## src/hw/rtl/mau_pkg.sv

```systemverilog
package mau_pkg;

  localparam int MOD_W  = 31;
  localparam int DATA_W = 32;
  localparam int EXP_W  = 64;
  localparam int ACT_W  = 4;
  localparam int OP_W   = 5;
  localparam int CNT_W  = 7;

  localparam logic [MOD_W-1:0] RESET_MOD = 31'd998244353;
  localparam logic [MOD_W-1:0] MOD_MASK  = 31'h7FFF_FFFF;

  localparam logic [CNT_W-1:0] LEN_SHORT = 7'd32;
  localparam logic [CNT_W-1:0] LEN_LONG  = 7'd64;

  localparam logic [ACT_W-1:0] ACT_ADD = 4'd0;
  localparam logic [ACT_W-1:0] ACT_SUB = 4'd1;
  localparam logic [ACT_W-1:0] ACT_MUL = 4'd2;
  localparam logic [ACT_W-1:0] ACT_NEG = 4'd3;
  localparam logic [ACT_W-1:0] ACT_INC = 4'd4;
  localparam logic [ACT_W-1:0] ACT_DEC = 4'd5;
  localparam logic [ACT_W-1:0] ACT_INV = 4'd6;
  localparam logic [ACT_W-1:0] ACT_DIV = 4'd7;
  localparam logic [ACT_W-1:0] ACT_POW = 4'd8;

  localparam logic [OP_W-1:0] OP_NONE     = 5'd0;
  localparam logic [OP_W-1:0] OP_LATCH    = 5'd1;
  localparam logic [OP_W-1:0] OP_RCP_GO   = 5'd2;
  localparam logic [OP_W-1:0] OP_RCP_LOAD = 5'd3;
  localparam logic [OP_W-1:0] OP_DIV_A    = 5'd4;
  localparam logic [OP_W-1:0] OP_A_LOAD   = 5'd5;
  localparam logic [OP_W-1:0] OP_DIV_B    = 5'd6;
  localparam logic [OP_W-1:0] OP_B_LOAD   = 5'd7;
  localparam logic [OP_W-1:0] OP_SIMPLE   = 5'd8;
  localparam logic [OP_W-1:0] OP_MUL_AB   = 5'd9;
  localparam logic [OP_W-1:0] OP_RES_MM   = 5'd10;
  localparam logic [OP_W-1:0] OP_INV_INIT = 5'd11;
  localparam logic [OP_W-1:0] OP_INV_ZERO = 5'd12;
  localparam logic [OP_W-1:0] OP_DIV_ST   = 5'd13;
  localparam logic [OP_W-1:0] OP_EU_MUL   = 5'd14;
  localparam logic [OP_W-1:0] OP_EU_UPD   = 5'd15;
  localparam logic [OP_W-1:0] OP_INV_FAIL = 5'd16;
  localparam logic [OP_W-1:0] OP_MUL_AC0  = 5'd17;
  localparam logic [OP_W-1:0] OP_RES_C0   = 5'd18;
  localparam logic [OP_W-1:0] OP_POW_INIT = 5'd19;
  localparam logic [OP_W-1:0] OP_POW_MUL  = 5'd20;
  localparam logic [OP_W-1:0] OP_ACC_LOAD = 5'd21;
  localparam logic [OP_W-1:0] OP_POW_SQ   = 5'd22;
  localparam logic [OP_W-1:0] OP_BASE_LOAD = 5'd23;
  localparam logic [OP_W-1:0] OP_RES_ACC  = 5'd24;
  localparam logic [OP_W-1:0] OP_OUT_LOAD = 5'd25;

  typedef struct packed {
    logic [OP_W-1:0] op;
  } dp_cmd_t;

  typedef struct packed {
    logic             div_done;
    logic             mm_done;
    logic             t_zero;
    logic             x_zero;
    logic             s_one;
    logic             e_zero;
    logic             e_lsb;
    logic             out_free;
    logic             cfg_load;
    logic [ACT_W-1:0] act;
  } dp_sts_t;

endpackage

```

## src/hw/rtl/mau_ctrl.sv

```systemverilog
module mau_ctrl (
  input  logic              clk,
  input  logic              rst,
  input  logic              s_tvalid,
  output logic              s_tready,
  input  mau_pkg::dp_sts_t  sts,
  output mau_pkg::dp_cmd_t  cmd
);

  localparam logic [4:0] S_RCP_GO    = 5'd0;
  localparam logic [4:0] S_RCP_W     = 5'd1;
  localparam logic [4:0] S_IDLE      = 5'd2;
  localparam logic [4:0] S_RA_GO     = 5'd3;
  localparam logic [4:0] S_RA_W      = 5'd4;
  localparam logic [4:0] S_RB_GO     = 5'd5;
  localparam logic [4:0] S_RB_W      = 5'd6;
  localparam logic [4:0] S_DISP      = 5'd7;
  localparam logic [4:0] S_MUL_W     = 5'd8;
  localparam logic [4:0] S_EU_CHK    = 5'd9;
  localparam logic [4:0] S_EU_DIV_W  = 5'd10;
  localparam logic [4:0] S_EU_MM_W   = 5'd11;
  localparam logic [4:0] S_EU_END    = 5'd12;
  localparam logic [4:0] S_POW_CHK   = 5'd13;
  localparam logic [4:0] S_PA_W      = 5'd14;
  localparam logic [4:0] S_PS_GO     = 5'd15;
  localparam logic [4:0] S_PS_W      = 5'd16;
  localparam logic [4:0] S_OUT       = 5'd17;

  logic [4:0] state;
  logic [4:0] state_next;

  assign s_tready = (state == S_IDLE) && !sts.cfg_load;

  always_comb begin
    state_next = state;
    cmd.op     = mau_pkg::OP_NONE;
    case (state)
      S_RCP_GO: begin
        cmd.op     = mau_pkg::OP_RCP_GO;
        state_next = S_RCP_W;
      end
      S_RCP_W: begin
        if (sts.div_done) begin
          cmd.op     = mau_pkg::OP_RCP_LOAD;
          state_next = S_IDLE;
        end
      end
      S_IDLE: begin
        if (s_tvalid && s_tready) begin
          cmd.op     = mau_pkg::OP_LATCH;
          state_next = S_RA_GO;
        end
      end
      S_RA_GO: begin
        cmd.op     = mau_pkg::OP_DIV_A;
        state_next = S_RA_W;
      end
      S_RA_W: begin
        if (sts.div_done) begin
          cmd.op     = mau_pkg::OP_A_LOAD;
          state_next = S_RB_GO;
        end
      end
      S_RB_GO: begin
        cmd.op     = mau_pkg::OP_DIV_B;
        state_next = S_RB_W;
      end
      S_RB_W: begin
        if (sts.div_done) begin
          cmd.op     = mau_pkg::OP_B_LOAD;
          state_next = S_DISP;
        end
      end
      S_DISP: begin
        case (sts.act)
          mau_pkg::ACT_MUL: begin
            cmd.op     = mau_pkg::OP_MUL_AB;
            state_next = S_MUL_W;
          end
          mau_pkg::ACT_INV, mau_pkg::ACT_DIV: begin
            if (sts.x_zero) begin
              cmd.op     = mau_pkg::OP_INV_ZERO;
              state_next = S_OUT;
            end else begin
              cmd.op     = mau_pkg::OP_INV_INIT;
              state_next = S_EU_CHK;
            end
          end
          mau_pkg::ACT_POW: begin
            cmd.op     = mau_pkg::OP_POW_INIT;
            state_next = S_POW_CHK;
          end
          default: begin
            cmd.op     = mau_pkg::OP_SIMPLE;
            state_next = S_OUT;
          end
        endcase
      end
      S_MUL_W: begin
        if (sts.mm_done) begin
          cmd.op     = mau_pkg::OP_RES_MM;
          state_next = S_OUT;
        end
      end
      S_EU_CHK: begin
        if (sts.t_zero) begin
          state_next = S_EU_END;
        end else begin
          cmd.op     = mau_pkg::OP_DIV_ST;
          state_next = S_EU_DIV_W;
        end
      end
      S_EU_DIV_W: begin
        if (sts.div_done) begin
          cmd.op     = mau_pkg::OP_EU_MUL;
          state_next = S_EU_MM_W;
        end
      end
      S_EU_MM_W: begin
        if (sts.mm_done) begin
          cmd.op     = mau_pkg::OP_EU_UPD;
          state_next = S_EU_CHK;
        end
      end
      S_EU_END: begin
        if (!sts.s_one) begin
          cmd.op     = mau_pkg::OP_INV_FAIL;
          state_next = S_OUT;
        end else if (sts.act == mau_pkg::ACT_DIV) begin
          cmd.op     = mau_pkg::OP_MUL_AC0;
          state_next = S_MUL_W;
        end else begin
          cmd.op     = mau_pkg::OP_RES_C0;
          state_next = S_OUT;
        end
      end
      S_POW_CHK: begin
        if (sts.e_zero) begin
          cmd.op     = mau_pkg::OP_RES_ACC;
          state_next = S_OUT;
        end else if (sts.e_lsb) begin
          cmd.op     = mau_pkg::OP_POW_MUL;
          state_next = S_PA_W;
        end else begin
          state_next = S_PS_GO;
        end
      end
      S_PA_W: begin
        if (sts.mm_done) begin
          cmd.op     = mau_pkg::OP_ACC_LOAD;
          state_next = S_PS_GO;
        end
      end
      S_PS_GO: begin
        cmd.op     = mau_pkg::OP_POW_SQ;
        state_next = S_PS_W;
      end
      S_PS_W: begin
        if (sts.mm_done) begin
          cmd.op     = mau_pkg::OP_BASE_LOAD;
          state_next = S_POW_CHK;
        end
      end
      S_OUT: begin
        if (sts.out_free) begin
          cmd.op     = mau_pkg::OP_OUT_LOAD;
          state_next = S_IDLE;
        end
      end
      default: state_next = S_IDLE;
    endcase
    if (sts.cfg_load) begin
      cmd.op     = mau_pkg::OP_NONE;
      state_next = S_RCP_GO;
    end
  end

  always_ff @(posedge clk) begin
    if (rst) begin
      state <= S_RCP_GO;
    end else begin
      state <= state_next;
    end
  end

endmodule

```

## config.mk

```make
export PLATFORM = sky130hd
export DESIGN_NAME = mau_ctrl
export DESIGN_NICKNAME = d
export VERILOG_FILES = /design/src/hw/rtl/mau_pkg.sv /design/src/hw/rtl/mau_ctrl.sv
export SDC_FILE = /design/constraint.sdc
export NUM_CORES = 1
export LEC_CHECK = 0
export ABC_CLOCK_PERIOD_IN_PS = 1900
export BUFFER_PORTS_ARGS = -buffer_cell sky130_fd_sc_hd__buf_2
export CORE_MARGIN = 1
export CORE_UTILIZATION = 50
export CTS_BUF_LIST = sky130_fd_sc_hd__clkbuf_4
export CTS_CLUSTER_SIZE = 30
export DETAILED_ROUTE_END_ITERATION = 12
export PLACE_DENSITY = 0.77
export SETUP_SLACK_MARGIN = 0.15
export SLEW_MARGIN = 20
export SYNTH_ARGS = -nofsm -noshare
export SYNTH_HDL_FRONTEND = slang
export SYNTH_SLANG_ARGS = --single-unit
```

## constraint.sdc

```tcl
create_clock -name clk -period 1.9 [get_ports clk]
set_input_delay 0.19 -clock clk [delete_from_list [all_inputs] [get_ports clk]]
set_output_delay 0.19 -clock clk [all_outputs]
set_load 0.01 [all_outputs]
```

==> results.sh <==
export IMPL_instances_no_fill=228
export IMPL_core_area_sq_um=2210
export IMPL_firstDrtPassIters=4
export IMPL_hold_viol_final=0
export IMPL_crit_path_end_kind="output pin"
export IMPL_cts_tree="done"
export IMPL_skew_ps=3.19
export IMPL_cp_slowest_cell="dfxtp_2"
export IMPL_powerDensity_nw_per_um2=274
export IMPL_r2r_cells=7
export IMPL_dp_hpwl_um=2660
export IMPL_path_cells="or2b_1, o22ai_1, nand2_1, nor3b_1, a31oi_1, buf_2"
export IMPL_max_stage_delay_ps=400
export IMPL_top_regs="state (5)"
export IMPL_fp_dieH_um=50.5
export IMPL_initial_core_util_pct=53.2
export IMPL_vias_per_cell=6.82
export IMPL_first_global_vias=1393
export IMPL_async_reset_ff_share_pct=0
export IMPL_holdPathStages=4
export IMPL_die_x_um=50.5
export IMPL_drive_above_1_share_pct=48.5
export IMPL_io_buffers=21
export IMPL_worstMarginPinSlew_ps=434
export IMPL_diodes=0
export IMPL_postRouteAntennaNets=0
export IMPL_multi_input_area_sq_um=1030
export IMPL_wl_per_cell_um=19.5
export IMPL_grt_usage_pct=34.4
export IMPL_slew_viol_final=0
export IMPL_drt_initial_drc_count=108
export IMPL_synth_edf_count=0
export IMPL_synthCells=158
export IMPL_ios=22
export IMPL_yosysTopAreaCell="dfxtp_1"
export IMPL_grt_pass1_wl_um=6770
export IMPL_max_slew_margin_rel_pct=70.9
export IMPL_h_tree_depth=1
export IMPL_drt_wl_total_um=4440
export IMPL_antenna_found_initial=0
export IMPL_grt_setup_unrepaired="yes"
export IMPL_yosys_top_cells_count="nand2_1, a31oi_1, nand2b_1, nand3_1, o22ai_1"
export IMPL_largest_reg_flops=5
export IMPL_vias=1555
export IMPL_die_area_sq_um=2550
export IMPL_grt_max_degree=26
export IMPL_synth_most_common_cell="nand2_1"
export IMPL_cp_data_arrival_time_ps=1900
export IMPL_violations="negative setup slack"
export IMPL_start_kind="flop"
export IMPL_critPathKind="flop to output pin"
export IMPL_maxCapViolations=0
export IMPL_placed_cells=207
export IMPL_ir_drop_mv=0.451
export IMPL_synth_avg_cell_area_sq_um=7.44
export IMPL_area_growth_pct=39.5
export IMPL_synth_area_sq_um=1180
export IMPL_fillCellCount=172
export IMPL_ys_ff_latch=5
export IMPL_layout_nets=217
export IMPL_fin_crit_ps=2090
export IMPL_ys_types=64
export IMPL_min_path_type="input pin to flop"
export IMPL_cts_num_sinks=5
export IMPL_fp_row_count=17
export IMPL_status="finished, violations left"
export IMPL_path_max_fanout=10
export IMPL_power_leakage_nw=0.637
export IMPL_clockBufferDepth=2
export IMPL_setup_ws_ps=-193
export IMPL_required_ps=1710
export IMPL_rrSetupSlack_ps=120
export IMPL_area_sequential_sq_um=111
export IMPL_hold_buffers=0
export IMPL_finalWeightedCongestion=0.945
export IMPL_regMostFlops="state"
export IMPL_yosys_top_cells_area="dfxtp_1, buf_6, a31oi_1"
export IMPL_fmax_mhz=478
export IMPL_ys_flop_type="dfxtp_1"
export IMPL_synth_top_cell_area_share_pct=8.51
export IMPL_clkTransAtPathRegs_ps=40
export IMPL_setup_viol=5
export IMPL_layout_worst_path_cycle_share_pct=110
export IMPL_yosys_warnings=0
export IMPL_cts_root_buf="clkbuf_4"
export IMPL_globalRouteOverflowTotal=0
export IMPL_cts_buffers=3
export IMPL_fin_total_pwr_uw=449
export IMPL_seq_area_frac_synth_pct=8.51
export IMPL_syn_num_nets=174
export IMPL_insertion_delay_ps=240
export IMPL_drc=0
## cells in the final DEF, fill, tap and decap left out, types with 2 or more instances in the layout
cell and n:
a211oi_1 2, a21oi_1 5, a31oi_1 8, a41oi_1 2
buf_12 3, buf_2 21, buf_4 24, buf_6 3
clkbuf_4 4, dfxtp_2 3, dfxtp_4 2, inv_1 2
mux2i_1 3, nand2_1 11, nand2_2 2, nand2b_1 6
nand2b_4 3, nand3_1 6, nand3_2 2, nand4_1 6
nor2_1 5, nor2_2 2, nor2b_1 3, nor2b_4 2
nor3_1 5, nor3_2 2, nor3b_1 2, nor3b_2 2
o21ai_0 2, o21ai_1 4, o21ai_2 2, o22ai_1 7
o31ai_1 3, or2b_1 2, or3_4 3, xor2_1 2
## logic make-up after synthesis
family          count (synthesis)  share of synthesized area, %
simple gates                   79                          43.6
xor+xnor                        2                          1.49
flops                           5                          8.51
compound gates                 50                          31.2
mux                             4                          3.51
buf+inv                        18                          11.7
## metal layers
layer	routed length, um	GRT usage, %	vias to the layer above
li1	-	-	699
met1	1750	46.5	707
met2	2050	57.1	131
met3	523	5.76	18
met4	110	6.94	0
met5	0	0	-
## power breakdown
part | internal (mW) | switching (mW) | total [mW]
clock network | 0.0937 | 0.0447 | 0.138
registers | 0.106 | 0.00682 | 0.113
logic | 0.0927 | 0.105 | 0.198
total | 0.293 | 0.157 | 0.449
## final cells by class
class	count	area share [%]
multi-input combinational	135	62.9
sequential	5	6.79
timing repair buffer	53	25.7
tap	28	2.14
inverter	3	0.687
clock buffer	4	1.83
## critical path, delay by kind of cell, from the launching register on
kind / cells / cell delay [ps]
flip-flops: 1 / 400
AO/OA/AOI/OAI: 2 / 410
AND/OR/NAND/NOR: 3 / 690
buffers and inverters: 1 / 150
## worst paths after layout
| kind | endpoint | from |
|---|---|---|
| max | cmd[0] | state[4] |
| min | state[3] | rst |
| max reg2reg | state[1] | state[2] |
| min reg2reg | state[1] | state[1] |
## repair_timing
item / in CTS / in global routing
resized for setup: 20 / 12
pin swaps: 10 / 9
setup buffers: 11 / 5
endpoints found under the setup margin: 6 / 9
cloned: 1 / 0
## stage by stage
| step | TNS (ps) | setup WS [ps] | hold slack (ps) | area (sq um) | util (%) |
|---|---|---|---|---|---|
| after floorplan | 0 | 295 | 428 | 1180 | - |
| after global placement | 0 | 139 | 558 | 1330 | 60.0 |
| after detailed placement | 0 | 90.4 | 564 | 1330 | 60.0 |
| after CTS | -72.5 | -30.2 | 310 | 1560 | 70.5 |
| after global routing | -835 | -375 | 341 | 1640 | 74.2 |
| final | -402 | -193 | 317 | 1640 | 74.2 |
Note: power is estimated with default switching activity, not from simulation.
